===== config.mk =====
export PLATFORM = sky130hd
export DESIGN_NAME = gmpe_ram
export DESIGN_NICKNAME = d
export VERILOG_FILES = /design/src/rtl/core/grid_minimax_path_effort_assert.svh /design/src/rtl/core/gmpe_ram.sv
export SDC_FILE = /design/constraint.sdc
export NUM_CORES = 1
export LEC_CHECK = 0
export BUFFER_PORTS_ARGS = -buffer_cell sky130_fd_sc_hd__buf_2
export CAP_MARGIN = 10
export CORE_UTILIZATION = 65
export CTS_CLUSTER_SIZE = 20
export DETAILED_ROUTE_END_ITERATION = 7
export GPL_ROUTABILITY_DRIVEN = 0
export PLACE_DENSITY = 0.91
export SLEW_MARGIN = 20
export SYNTH_ARGS = -nofsm -noshare
export SYNTH_HDL_FRONTEND = slang
export SYNTH_SLANG_ARGS = --single-unit
export TNS_END_PERCENT = 100

===== constraint.sdc =====
create_clock -name clk -period 3.9 [get_ports clk]
set_input_delay 0.78 -clock clk [delete_from_list [all_inputs] [get_ports clk]]
set_output_delay 0.78 -clock clk [all_outputs]
set_load 0.005 [all_outputs]

===== src/rtl/core/grid_minimax_path_effort_assert.svh =====
// Assertion macros for the grid minimax path effort block.
`ifndef GRID_MINIMAX_PATH_EFFORT_ASSERT_SVH
`define GRID_MINIMAX_PATH_EFFORT_ASSERT_SVH

// Same-cycle implication, sampled on clk, off while rst_n is low.
`define GMPE_ASSERT_IMPLIES(lbl, ante, cons) \
  lbl: assert property (@(posedge clk) disable iff (!rst_n) (ante) |-> (cons)) \
    else $error("grid_minimax_path_effort: implication check failed");

// Next-cycle implication, sampled on clk, off while rst_n is low.
`define GMPE_ASSERT_NEXT(lbl, ante, cons) \
  lbl: assert property (@(posedge clk) disable iff (!rst_n) (ante) |=> (cons)) \
    else $error("grid_minimax_path_effort: next-cycle check failed");

`endif


===== src/rtl/core/gmpe_ram.sv =====
// Generic single-write, single-read RAM with registered read data.
`default_nettype none
module gmpe_ram #(
  parameter int WIDTH = 8,
  parameter int DEPTH = 16
) (
  input  wire logic                                     clk,
  input  wire logic                                     we,
  input  wire logic [(DEPTH > 1 ? $clog2(DEPTH) : 1)-1:0] waddr,
  input  wire logic [WIDTH-1:0]                         wdata,
  input  wire logic [(DEPTH > 1 ? $clog2(DEPTH) : 1)-1:0] raddr,
  output logic      [WIDTH-1:0]                         rdata
);
  logic [WIDTH-1:0] mem [DEPTH];
  logic [WIDTH-1:0] rdata_r;

  always_ff @(posedge clk) begin
    if (we) begin
      mem[waddr] <= wdata;
    end
    rdata_r <= mem[raddr];
  end

  assign rdata = rdata_r;
endmodule
`default_nettype wire


# --- Yosys cells after proc, flatten, opt, wreduce, memory -nomap -nowiden ---
# Memory sizes are Yosys's and may differ from the RTL's. A register that Yosys moved wholly into a read port is not among the register bits.
# Cells that the tools add are included.
totals:
  mem_count: 1
  register_bits: 0
  word_cells: 3
  ramBits: 128
op_classes:
  n_mux: 2
memory_table:
  columns: ["memory", "depth", "word_bits", "rd", "rd_clocked_by_memory_dff", "wr", "line", "rtl"]
  rows:
  - ["mem", 16, 8, 1, 1, 1, "gmpe_ram.sv:14", "logic [WIDTH-1:0] mem [DEPTH];"]
op_table:
  columns: ["operator", "n"]
  rows:
  - ["1-bit two-way mux", 2]

# --- Depth between registers and ports, before layout ---
logic_depth:
  word_depth: 2
  ltp_mapped: 5
  ltp_nobuf: 3

# --- Worst setup path after synthesis ---
# OpenSTA, ideal clock, no wires.
synth_timing:
  path_type: "input -> register"
  from: "input waddr[2] (netlist bit)"
  to: "memory mem[0][0], enable pin"
  setup_ns: 0.383
  t_arrival_ns: 1.890
  required_ns: 3.517
  path_slack_ns: 1.627
  path_buffers: 0
  cell_stages: 2
  cell_sequence: "or3b_2 -> nor3_1"
synth_rtl:
  columns: ["item", "line", "rtl"]
  rows:
  - ["from (decl)", "gmpe_ram.sv:9", "input wire logic [(DEPTH > 1 ? $clog2(DEPTH) : 1)-1:0] waddr,"]
  - ["to (decl)", "gmpe_ram.sv:14", null]
# Straight into the memory's write port.

==> impl_metrics.yaml <==
run_status:
  status: "complete, no violations"
place:
  place_area_mm2: 0.005349
  dp_hpwl_um: 5838
  port_buffers: 25
cells_and_area:
  synthToLayoutAreaGrowth_pct: 16.21
  drive_above_1_share_pct: 28.32
  layout_commonest_cell: "edfxtp_1"
  nNetsFinal: 285
  final_cell_mix: "128 x edfxtp_1, 25 x buf_2, 18 x mux4_2, 16 x a22oi_1, 16 x clkbuf_16"
  finish.instance_area_mm2: 0.005982
  antenna_cells: 0
sta:
  fin_crit_sh_pct: 57.69
  setup_tns_ns: 0
  final_max_slew_viol_count: 0
  finalCriticalPeriod_ns: 2.250
  max_freq_mhz: 444.5
  tightest_slew_ns: 0.9533
  relSlewSlack_pct: 36.21
  finalSetupViolations: 0
  worst_clock_skew_ns: 0.007401
  rsz0062_at_grt: "false"
  hold_viol: 0
setup_path:
  cp-end-kind: "flop"
  start_kind: "input pin"
  required_ns: 4.30
  r2r_cells: 3
  critPathKind: "in -> reg"
  worst-path-max-fanout: 22
  arrival_ns: 2.65
clock_network:
  clk_latency_ns: 0.52
  cts_tree: "done"
  h-tree-depth: 4
  clockBufferDepth: 2
  cts_resized: 0
  cts.sinks: 136
  path_clk_slew_ns: 0.06
  cts-hold-fix-buffers: 0
  cts_buffers: 17
  post_cts_buffers: 0
  cts_root_buffer: "clkbuf_8"
synth:
  synth_top_area_cell: "edfxtp_1"
  yosysUniqueCellTypes: 19
  synth_warnings: 0
  syn_inst: 229
  syn_area_mm2: 0.005147
  seq_area_frac_synth_pct: 77.78
  synth.area.top_cells: "edfxtp_1 75%, mux4_2 7.9%, mux4_1 7.1%, dfxtp_1 3.1%, a22oi_1 2.3%"
  synth_area_per_cell_um2: 22.48
  ys_ff_latch: 136
  synth_top_area_share_pct: 74.67
  syn-num-nets: 247
die:
  start_util_pct: 66.96
  die_y_um: 90.99
  core_mm2: 0.007687
  io_pins: 26
  die_area_mm2: 0.008279
  row_count: 32
  die_x_um: 90.99
routing:
  vias: 2507
  ant_nets: 0
  drc: 0
  drtIter0Drc: 278
  vias_per_cell: 6.580
  wl_per_cell_um: 26.37
  dr.pass1.iters: 5
  wl_um: 10050
global_routing:
  antenna_found_initial: 0
  grt_use_total_pct: 27.16
  grt_pass1_wl_um: 15290
  grt_start_max_net_pins: 33
  grt-ovfl-total: 0
  first_global_vias: 2613
worst_hold_path:
  hold_class: "in -> reg"
  holdPathStages: 1
power_and_ir_drop:
  ir_drop_uv: 331.5
  p_leak_nw: 2.020
  p_per_area_mw_per_mm2: 581.8
job:
  cap_violations: 0
==> synth_stat cells, drive strengths merged <==
master / n
edfxtp: 128
buf: 7
a22oi: 16
nor2: 13
nand3b: 2
or3b: 1
nand2: 9
nor3: 4
dfxtp: 8
clkdlybuf4s25: 3
mux4: 32
nand2b: 2
and2b: 1
and2: 1
nor2b: 1
nand3: 1
==> critical path, stage by stage <==
cell and delay, ns:
buf_2 0.32, buf_4 0.46, mux4_1 0.62, a22oi_1 0.36
nand2_1 0.09
==> per-layer routing <==
layer / wire length, um / up-vias / GRT usage, %
met5: 0 / - / 0
met4: 269 / 0 / 14.15
met3: 787 / 25 / 7.705
met2: 5142 / 145 / 42.55
met1: 3848 / 1288 / 35.34
li1: - / 1049 / -
==> final cells by class <==
type,count,area [um^2]
tap,102,127.6
timing repair buffer,29,155.1
multi-input combinational,83,1062
clock buffer,19,431.7
fill,406,1705
sequential,136,4004
clock inverter,12,201.4
==> report_power, final <==
group | switching, mW | total (mW) | internal (mW)
logic | 0.0853 | 0.144 | 0.0591
clock network | 0.575 | 1.69 | 1.12
registers | 0.0111 | 1.65 | 1.63
==> state kept, by name, summed over array words and instances, names as in the netlist <==
register / flops
rdata: 8
mem: 128
==> logic make-up after synthesis <==
group | Yosys count | synth area share, %
buf+inv | 10 | 1.677
mux | 32 | 15.02
compound gates | 16 | 2.334
simple gates | 35 | 3.184
flops | 136 | 77.78
==> through the flow <==
| step | total power, mW | util (%) | hold WS [ns] | std cells | setup slack (ns) |
|---|---|---|---|---|---|
| floorplan | 1.755 | - | 0.6293 | 229 | 1.627 |
| global placement | 1.806 | 69.52 | 0.6519 | 350 | 1.237 |
| detailed placement | 1.815 | 69.58 | 0.6705 | 350 | 1.201 |
| CTS | 3.493 | 77.82 | 0.6295 | 381 | 1.664 |
| global route | 3.562 | 77.82 | 0.6453 | 381 | 1.557 |
| finish | 3.481 | 77.82 | 0.6450 | 381 | 1.650 |
==> worst paths after layout <==
path	startpoint	end	slack [ns]
worst max-delay path	raddr[0]	rdata[0]	1.65
worst min-delay path	wdata[5]	mem[1][5]	0.65
worst max register to register	mem[1][0]	rdata[0]	2.45
worst min register to register	mem[15][4]	rdata[4]	0.67
Power figures use the tool's default switching activity.
